$ cat config.mk
export PLATFORM = sky130hd
export DESIGN_NAME = ndiff_queue
export DESIGN_NICKNAME = d
export VERILOG_FILES = /design/src/rtl/core/ndiff_pkg.sv /design/src/rtl/core/ndiff_queue.sv
export SDC_FILE = /design/constraint.sdc
export NUM_CORES = 1
export LEC_CHECK = 0
export ABC_CLOCK_PERIOD_IN_PS = 19000
export BUFFER_PORTS_ARGS = -buffer_cell sky130_fd_sc_hd__buf_2
export CAP_MARGIN = 20
export CORE_ASPECT_RATIO = 1.25
export CORE_UTILIZATION = 45
export DETAILED_ROUTE_END_ITERATION = 10
export MAX_ROUTING_LAYER = met4
export PLACE_DENSITY = 0.7
export SLEW_MARGIN = 20
export SYNTH_ARGS = -nofsm -noshare
export SYNTH_HDL_FRONTEND = slang
export SYNTH_SLANG_ARGS = --single-unit
$ cat constraint.sdc
create_clock -name clk -period 19 [get_ports clk]
set_clock_uncertainty 0.1 [all_clocks]
set_input_delay 1.9 -clock clk [delete_from_list [all_inputs] [get_ports clk]]
set_output_delay 1.9 -clock clk [all_outputs]
set_load 0.02 [all_outputs]
$ cat src/rtl/core/ndiff_pkg.sv
`timescale 1ns / 1ps
// ----------------------------------------------------------------------------
// ndiff_pkg
// shared types and constants of the nine-point diffusion step core
// ----------------------------------------------------------------------------
package ndiff_pkg;

  localparam int DEF_MAX_X = 64;
  localparam int DEF_MAX_Y = 64;

  // cell index width covering the largest lattice, coordinate width likewise
  localparam int IDX_W = 20;
  localparam int CRD_W = 11;
  localparam int ACC_W = 38;

  localparam logic [1:0] OP_LOAD    = 2'd0;
  localparam logic [1:0] OP_COMPUTE = 2'd1;
  localparam logic [1:0] OP_COMMIT  = 2'd2;
  localparam logic [1:0] OP_UNUSED  = 2'd3;

  localparam logic [7:0] CFG_SIZE_X = 8'd0;
  localparam logic [7:0] CFG_SIZE_Y = 8'd1;
  localparam logic [7:0] CFG_WRAP   = 8'd2;
  localparam logic [7:0] CFG_SCALE  = 8'd3;

  typedef enum logic [2:0] {
    K_LOAD,
    K_ECHO,
    K_ZERO,
    K_COMMIT,
    K_COPY,
    K_STENCIL
  } kind_t;

  typedef struct packed {
    kind_t             kind;
    logic              half;
    logic [31:0]       value;
    logic [IDX_W-1:0]  idx_c;
    logic [IDX_W-1:0]  idx_n;
    logic [IDX_W-1:0]  idx_s;
    logic [IDX_W-1:0]  idx_e;
    logic [IDX_W-1:0]  idx_w;
    logic [IDX_W-1:0]  idx_ne;
    logic [IDX_W-1:0]  idx_nw;
    logic [IDX_W-1:0]  idx_se;
    logic [IDX_W-1:0]  idx_sw;
  } entry_t;

  typedef enum logic [3:0] {
    S_IDLE,
    S_READ,
    S_DRAIN,
    S_MUL_LO,
    S_MUL_HI,
    S_SUM,
    S_FIN,
    S_COPY,
    S_COPY_WB
  } state_t;

endpackage

$ cat src/rtl/core/ndiff_queue.sv
`timescale 1ns / 1ps
// ----------------------------------------------------------------------------
// ndiff_queue
// two-entry queue of classified items between front and back
// ----------------------------------------------------------------------------
module ndiff_queue import ndiff_pkg::*; (
  input  logic   clk,
  input  logic   rst,
  input  logic   push,
  input  entry_t push_entry,
  input  logic   pop,
  output entry_t head,
  output logic   full,
  output logic   empty
);

  entry_t     slots [2];
  logic       wr_ptr, rd_ptr;
  logic [1:0] count;

  assign full  = (count == 2'd2);
  assign empty = (count == 2'd0);
  assign head  = slots[rd_ptr];

  always_ff @(posedge clk) begin
    if (push) begin
      slots[wr_ptr] <= push_entry;
    end
  end

  always_ff @(posedge clk) begin
    if (rst) begin
      wr_ptr <= 1'b0;
      rd_ptr <= 1'b0;
      count  <= 2'd0;
    end else begin
      if (push) wr_ptr <= ~wr_ptr;
      if (pop)  rd_ptr <= ~rd_ptr;
      count <= count + {1'b0, push} - {1'b0, pop};
    end
  end

endmodule

==> summary.md <==
| Metric | Value |
|---|---|
| Routability Congestion | 0.819 |
| Power Density | 110 nW/µm² |
| CTS tree | done |
| Max Freq | 0.178 GHz |
| Syn avg cell area | 23.6 µm² |
| Post-CTS resize count | 0 |
| Pre-antenna DRT Iters | 4 |
| Min Tclk post-route | 5610 ps |
| Number of fill cells in the layout | 2752 |
| Hold Slack | 425 ps |
| Vias | 8074 |
| # nets final | 1380 |
| Clk sinks | 437 |
| I/O pin count | 438 |
| MaxCap Viol Count | 0 |
| RSZ-0062 raised after global routing | no |
| Setup bufs post-CTS | 0 |
| Layout cell share with drive strength beyond 1 | 60.7% |
| Crit path kind | register to output port |
| Register-to-register setup slack | 16340 ps |
| Area of the multi-input gates | 3080 µm² |
| GR Overflow Total | 0 |
| Post-synthesis cell type count | 13 |
| Worst slew pin tran | 1100 ps |
| Root buffer cell | clkbuf_16 |
| Die area | 37200 µm² |
| Sequential Area | 13100 µm² |
| Metal3 WL | 1980 µm |
| Met1 Wirelength | 12200 µm |
| DIE WIDTH | 173 µm |
| Placed cell areas | 19000 µm² |
| Area grow syn2layout | 24.5% |
| Die H | 215 µm |
| First-pass GRT wire length | 47800 µm |
| Core box area | 35600 µm² |
| Static Leak | 7.92 nW |
| H-tree levels | 2 |
| Num rows | 77 |
| Area fraction of the dominant cell type after synthesis | 79.2% |
| CTS Hold Bufs | 0 |
| Final setup TNS | 0 ps |
| DRC Markers | 0 |
| Clk Latency, worst-skew pair | 530 ps |
| Area contributors post-synth | edfxtp_1 79%, mux2_4 13%, mux2_2 5.2%, buf_6 1.2%, dfxtp_1 0.61% |
| Final setup viols | 0 |
| Worst setup EP type | output port |
| WL final | 32700 µm |
| PortBufs | 437 |
| Dpl hpwl | 22200 µm |
| Highest Signal Layer | met4 |
| Antenna-violating nets left | 0 |
| Synth Warn # | 0 |
| Initial drt markers | 536 |
| Synthesized Nets | 915 |
| Post-Syn Area | 16400 µm² |
| DR WL met2 | 17500 µm |
| Post-Layout Inst Area | 20400 µm² |
| Fin. Hold Viols | 0 |
| Antenna violations before repair | 10 |
| Sequential area share after synthesis | 79.8% |
| Vias per Instance | 4.82 |
| Crit-path max FO | 63 |
| FF+latch count, synth | 437 |
| Worst vdd ir | 80.9 µV |
| Initial Util | 45.9% |
| Largest net degree at the start of global routing | 190 |
| Routed length per instance | 19.5 µm |
| Mapped Cells | 693 |
| Crit path launch type | register |
| Outcome | finished clean |
| Clk buf depth | 3 |
| Period utilization | 29.5% |
| Clk pin slew, worst setup/hold paths | 60 ps |
| Hold Crit Class | register to register |
| Clock buffer count from CTS | 43 |
| Vias in the first global route | 8514 |
| GRT Overall Usage | 17.6% |
| Crit path DAT | 3610 ps |
| WP data required | 17000 ps |
| Largest area contributor in the netlist | edfxtp_1 |
| Rel. slew slack | 26.9% |
| Power, Total | 0.00224 W |
| Final Max Slew Viols | 0 |
==> final cells by class <==
class | instances | share of cell area, %
Sequential cell | 437 | 64.2
Antenna cell | 10 | 0.123
Multi-Input combinational cell | 230 | 15.1
Clock inverter | 23 | 0.823
Clock buffer | 55 | 5.71
Tap cell | 474 | 2.91
Inverter | 2 | 0.0368
Timing Repair Buffer | 444 | 11.1
==> worst max-delay path, cell delays in order (launching register included) <==
cell and delay [ps]:
dfxtp_4 710, buf_4 900, buf_4 840, mux2_4 360
buf_2 160
==> per-stage QoR <==
step | setup WS [ps] | utilization, % | instances
2_1_floorplan | 6870 | - | 693
3_3_place_gp | 13930 | 53.3 | 1586
3_5_place_dp | 13900 | 53.3 | 1586
4_1_cts | 13310 | 57.0 | 1664
5_1_grt | 13170 | 57.2 | 1675
6_report | 13390 | 57.2 | 1675
==> report_power, final <==
group	total, W	switching, W	internal, W
sequential	0.00115	0.0000181	0.00113
clock	0.000799	0.000338	0.000461
combinational	0.000292	0.000165	0.000127
==> path summary, 6_finish.rpt <==
check,from,endpoint,cells past startpoint
worst max-delay path,register,head[132],4
worst min-delay path,rd_ptr,rd_ptr,2
worst max register to register,wr_ptr,slots[1][134],2
worst min register to register,rd_ptr,rd_ptr,2
==> cells in the final DEF (no fill, tap or decap), drive strengths merged <==
master / count
bufinv: 2
ha: 2
inv: 3
mux2: 216
clkinv: 19
diode: 10
xnor3: 1
clkbuf: 55
xnor2: 2
edfxtp: 432
dfxtp: 5
clkinvlp: 1
nor2: 5
buf: 444
nor2b: 3
and2: 1
==> registers in the layout, summed over array words and instances (netlist names), named ones only <==
name    count
count       2
slots     432
wr_ptr      1
rd_ptr      1
==> per-layer routing <==
| metal | vias up | GRT usage (%) |
|---|---|---|
| met2 | 308 | 30.6 |
| met3 | 67 | 4.10 |
| met4 | 0 | 8.48 |
| met1 | 3997 | 18.9 |
| met5 | - | - |
| li1 | 3702 | - |
==> cell usage after synthesis <==
library cell / n
and2_1: 1
buf_2: 7
buf_6: 17
dfxtp_1: 5
edfxtp_1: 432
ha_1: 2
inv_1: 2
mux2_2: 76
mux2_4: 140
nor2_1: 5
nor2b_1: 3
xnor2_1: 2
xnor3_1: 1
==> cells by family (layout without fill, tap and decap cells) <==
| kind of cell | count (synthesis) | in the layout | synth area share, % |
|---|---|---|---|
| xor gates and xnor gates | 3 | 3 | 0.245 |
| and+or+nand+nor | 9 | 9 | 0.268 |
| muxes | 216 | 216 | 18.1 |
| buffers and inverters | 26 | 524 | 1.43 |
| adders and majority gates | 2 | 2 | 0.153 |
| DFF | 437 | 437 | 79.8 |
| other | 0 | 10 | 0 |
Power figures use the tool's default switching activity.
