### src/rtl/core/ndiff_pkg.sv
`timescale 1ns / 1ps
// ----------------------------------------------------------------------------
// ndiff_pkg
// shared types and constants of the nine-point diffusion step core
// ----------------------------------------------------------------------------
package ndiff_pkg;

  localparam int DEF_MAX_X = 64;
  localparam int DEF_MAX_Y = 64;

  // cell index width covering the largest lattice, coordinate width likewise
  localparam int IDX_W = 20;
  localparam int CRD_W = 11;
  localparam int ACC_W = 38;

  localparam logic [1:0] OP_LOAD    = 2'd0;
  localparam logic [1:0] OP_COMPUTE = 2'd1;
  localparam logic [1:0] OP_COMMIT  = 2'd2;
  localparam logic [1:0] OP_UNUSED  = 2'd3;

  localparam logic [7:0] CFG_SIZE_X = 8'd0;
  localparam logic [7:0] CFG_SIZE_Y = 8'd1;
  localparam logic [7:0] CFG_WRAP   = 8'd2;
  localparam logic [7:0] CFG_SCALE  = 8'd3;

  typedef enum logic [2:0] {
    K_LOAD,
    K_ECHO,
    K_ZERO,
    K_COMMIT,
    K_COPY,
    K_STENCIL
  } kind_t;

  typedef struct packed {
    kind_t             kind;
    logic              half;
    logic [31:0]       value;
    logic [IDX_W-1:0]  idx_c;
    logic [IDX_W-1:0]  idx_n;
    logic [IDX_W-1:0]  idx_s;
    logic [IDX_W-1:0]  idx_e;
    logic [IDX_W-1:0]  idx_w;
    logic [IDX_W-1:0]  idx_ne;
    logic [IDX_W-1:0]  idx_nw;
    logic [IDX_W-1:0]  idx_se;
    logic [IDX_W-1:0]  idx_sw;
  } entry_t;

  typedef enum logic [3:0] {
    S_IDLE,
    S_READ,
    S_DRAIN,
    S_MUL_LO,
    S_MUL_HI,
    S_SUM,
    S_FIN,
    S_COPY,
    S_COPY_WB
  } state_t;

endpackage

### src/rtl/core/ndiff_front.sv
`timescale 1ns / 1ps
// ----------------------------------------------------------------------------
// ndiff_front
// classifies an incoming item and works out its nine cell indices
// ----------------------------------------------------------------------------
module ndiff_front import ndiff_pkg::*; #(
  parameter int MAX_X = DEF_MAX_X,
  parameter int MAX_Y = DEF_MAX_Y
) (
  input  logic [1:0]  op,
  input  logic [5:0]  cell_x,
  input  logic [5:0]  cell_y,
  input  logic [31:0] cell_value,
  input  logic        half_step,
  input  logic [6:0]  size_x,
  input  logic [6:0]  size_y,
  input  logic        periodic_wrap,
  output entry_t      entry
);

  logic [CRD_W-1:0] sx, sy, x, y, xm, xp, ym, yp;
  logic [IDX_W-1:0] row_c, row_m, row_p;
  logic             in_lattice, edge_cell;

  always_comb begin
    if (size_x < 7'd3) begin
      sx = CRD_W'(3);
    end else if (CRD_W'(size_x) > CRD_W'(MAX_X)) begin
      sx = CRD_W'(MAX_X);
    end else begin
      sx = CRD_W'(size_x);
    end
    if (size_y < 7'd3) begin
      sy = CRD_W'(3);
    end else if (CRD_W'(size_y) > CRD_W'(MAX_Y)) begin
      sy = CRD_W'(MAX_Y);
    end else begin
      sy = CRD_W'(size_y);
    end
  end

  assign x = CRD_W'(cell_x);
  assign y = CRD_W'(cell_y);
  assign in_lattice = (x < sx) && (y < sy);
  assign edge_cell = (x == '0) || (y == '0) || (x == sx - 1'b1) || (y == sy - 1'b1);

  // periodic neighbours; inner cells never hit the wrap arms
  assign xm = (x == '0) ? sx - 1'b1 : x - 1'b1;
  assign xp = (x == sx - 1'b1) ? '0 : x + 1'b1;
  assign ym = (y == '0) ? sy - 1'b1 : y - 1'b1;
  assign yp = (y == sy - 1'b1) ? '0 : y + 1'b1;

  assign row_c = IDX_W'(y) * IDX_W'(MAX_X);
  assign row_m = IDX_W'(ym) * IDX_W'(MAX_X);
  assign row_p = IDX_W'(yp) * IDX_W'(MAX_X);

  always_comb begin
    entry.half   = half_step;
    entry.value  = cell_value;
    entry.idx_c  = row_c + IDX_W'(x);
    entry.idx_n  = row_m + IDX_W'(x);
    entry.idx_s  = row_p + IDX_W'(x);
    entry.idx_e  = row_c + IDX_W'(xp);
    entry.idx_w  = row_c + IDX_W'(xm);
    entry.idx_ne = row_m + IDX_W'(xp);
    entry.idx_nw = row_m + IDX_W'(xm);
    entry.idx_se = row_p + IDX_W'(xp);
    entry.idx_sw = row_p + IDX_W'(xm);
    unique case (op)
      OP_LOAD:    entry.kind = in_lattice ? K_LOAD : K_ECHO;
      OP_COMPUTE: begin
        if (!in_lattice) begin
          entry.kind = K_ZERO;
        end else if (edge_cell && !periodic_wrap) begin
          entry.kind = K_COPY;
        end else begin
          entry.kind = K_STENCIL;
        end
      end
      OP_COMMIT:  entry.kind = K_COMMIT;
      default:    entry.kind = K_ZERO;
    endcase
  end

endmodule

### config.mk
export PLATFORM = sky130hd
export DESIGN_NAME = ndiff_front
export DESIGN_NICKNAME = d
export VERILOG_FILES = /design/src/rtl/core/ndiff_pkg.sv /design/src/rtl/core/ndiff_front.sv
export SDC_FILE = /design/constraint.sdc
export NUM_CORES = 1
export LEC_CHECK = 0
export ABC_AREA = 1
export BUFFER_PORTS_ARGS = -buffer_cell sky130_fd_sc_hd__buf_4
export CAP_MARGIN = 5
export CORE_AREA = 4 4 104 106
export DETAILED_ROUTE_END_ITERATION = 10
export DIE_AREA = 0 0 108 110
export PLACE_DENSITY = 0.84
export SYNTH_ARGS = -nofsm -noshare
export SYNTH_HDL_FRONTEND = slang
export SYNTH_SLANG_ARGS = --single-unit
### constraint.sdc
create_clock -name vclk -period 3
set_input_delay 0.15 -clock vclk [all_inputs]
set_output_delay 0.15 -clock vclk [all_outputs]
set_load 0.03 [all_outputs]
==> impl_metrics.toml <==
[setup_path]
end_kind = "primary output"
crit_path_end = "entry[12]"
crit_type = "in -> out"
start_kind = "input port"
cp_max_fo = 3
critPathLaunch = "size_y[3]"
crit_arrival_ns = 3.20
required_ns = 2.85

[power_and_ir_drop]
total_power_uw = 1260
p_comb_frac = 1.000
internal_power_uw = 476
leakagePower_uw = 0.00302
seq_power_share = 0
switching_share = 0.621
clkPwrFrac = 0
p_per_area_nw_per_um2 = 225
vdd_drop_max_v = 0.000147
p_switching_uw = 780

[placement]
gp_congestion = 0.887
hpwl_um = 9960
dp_slack_ns = -0.429
portBuffers = 156

[floorplanning]
fp.dieW_um = 108
start_util = 0.359
io_pins = 278
coreArea_um2 = 9770
die_y_um = 110
die_area_um2 = 11900
row_count = 36

[run_status]
status = "finished, violations left"
violations = "setup timing"

[finish]
insertedDiodeCount = 0
clock_buffers = 0
nFillCells = 860
area_growth_pct = 58.8
fin_nets = 860
seq_cell_count = 0
regArea_um2 = 0
drive_above_1_share = 0.516

[flow_run]
cap_violations = 0

[clock_network]
hold_buffers = 0

[timing]
tightest_slew_ns = 0.513
fin_crit_ns = 3.35
max_slew_margin = 0.654
setup_violations = 9
finalHoldViolCount = 0
max_freq_mhz = 298
drv_slew = 0
fin_ws_ns = -0.353
rsz0062_at_grt = "true"
finalCritPeriodShare = 1.12

[route]
postRouteAntennaNets = 0
wirelength_um = 12600
wl_per_cell_um = 14.2
first_pass_iters = 4
drc = 0
vias = 4053
first_iter_violations = 136
vias_per_cell = 4.57

[grt]
grt_usage = 0.179
grt_pass1_wl_um = 17400
grt_overflow = 0
grt_pass1_vias = 3741
grt_max_degree = 16
antenna_found_initial = 0

[synth]
synthCells = 564
ys_warn_count = 0
yosysSeqAreaShare = 0
syn_area_per_cell_um2 = 6.22
synth_area_um2 = 3510
ys_types = 38

[hold_path]
min_path_type = "in -> out"
==> routing by layer <==
metal  part of all wire  GRT usage
met1               0.34      0.188
met2               0.56      0.368
met3              0.075     0.0215
met4              0.024     0.0505
met5                  0          0
==> how the worst min path moves through the flow <==
stage	depth (start not counted)	from	slack (ns)	end
floorplan	1	cell_y[0]	0.35	entry[126]
global placement	0	cell_value[10]	0.30	entry[190]
detailed placement	0	cell_value[10]	0.30	entry[190]
CTS	0	cell_value[10]	0.30	entry[190]
global route	0	cell_value[2]	0.30	entry[182]
finish	0	cell_value[15]	0.30	entry[195]
==> critical path: stages <==
cell and delay (ns):
buf_8 0.11, inv_4 0.06, nand2_4 0.06, nor2_4 0.10, nand2_2 0.08, a21boi_4 0.15
ha_4 0.26, xnor2_2 0.13, nor2_1 0.11, o21ai_1 0.08, nor2_1 0.09, nand2_1 0.10
nor2_4 0.14, nand2_2 0.08, nor2_4 0.17, nor2_4 0.07, ha_4 0.16, fa_2 0.34
a21oi_2 0.14, o21ai_2 0.07, a21oi_2 0.15, nor2_2 0.08, xor2_4 0.16, buf_6 0.15
==> power by group through the flow <==
stage          Combinational, uW  Clock [uW]  Sequential, uW
2_1_floorplan                899           0               0
3_3_place_gp                1100           0               0
3_5_place_dp                1120           0               0
4_1_cts                     1160           0               0
5_1_grt                     1340           0               0
6_report                    1260           0               0
==> Yosys cell counts <==
cell      instances  share of area
nand3_2           1         0.0029
or2_2             1         0.0018
xor2_1           30          0.075
a21oi_2           1         0.0025
a21oi_1          19          0.027
fa_1              3          0.017
o21bai_4          1         0.0054
nor2_2            4         0.0071
buf_4           137           0.29
nand3_4           1         0.0050
o21bai_1          4         0.0086
o21ai_1           3         0.0043
a41oi_1           1         0.0025
inv_2             3         0.0032
nand3b_2          1         0.0032
inv_1            73          0.078
nor3_1           12          0.017
nand2_2           8          0.014
o21ai_0          17          0.024
nand3_1          31          0.044
a21boi_4          1         0.0054
buf_2             2         0.0029
a31oi_2           1         0.0036
xnor2_1           6          0.015
nand4_1           4         0.0071
nor2_4            3         0.0096
nand3b_1          3         0.0064
nand2_4           1         0.0032
nand2_1          88          0.094
ha_1             39           0.14
nor2_1           53          0.057
conb_1            1         0.0011
clkbuf_1          4         0.0043
and2_4            1         0.0025
nor4_1            1         0.0018
a31oi_1           3         0.0054
mux2i_1           1         0.0029
o31ai_1           1         0.0021
==> cell type report <==
class	instances	area, um2	share of cell area
tap	133	166	0.0299
inverter	76	299	0.0537
timing repair buffer	269	2120	0.381
multi-input combinational	409	2980	0.536
==> layout by cell type (no fill, tap or decap), types with 5 or more instances in the layout <==
master	count
a21oi_2	6
xnor2_1	5
ha_1	24
conb_1	65
nor2_4	17
nor3_1	9
nand2_1	73
ha_4	13
nor2_1	36
buf_6	21
inv_1	59
a21oi_1	14
nor2_2	7
buf_4	245
nand2_2	21
nand3_1	26
o21ai_2	6
inv_2	12
xor2_1	24
o21ai_0	12
==> cells by family (layout without fill, tap and decap cells) <==
kind of cell    count (synthesis)  count (layout)  share of synthesized area
simple gates                  213             213                      0.277
buf+inv                       219             345                      0.382
mux                             1               1                    0.00285
xor+xnor                       36              36                     0.0899
compound gates                 52              52                     0.0910
fa+ha+maj                      42              42                      0.156
other cells                     1              65                    0.00107
==> timing repair <==
action                     CTS  global route
pin swaps                   25            51
gates resized for setup     31            98
setup endpoints to repair   27            30
setup buffers               12            22
==> metrics by stage <==
stage               utilization  instance area [um2]  cells  TNS [ns]  hold WS, ns
floorplan                     -                 3920    628    -0.735        0.347
global placement          0.492                 4810    855     -2.99        0.300
detailed placement        0.492                 4810    855     -4.17        0.300
CTS                       0.513                 5010    867     -1.13        0.300
global route              0.570                 5570    887     -3.61        0.300
finish                    0.570                 5570    887     -1.66        0.300
(Power assumes the default switching activity.)
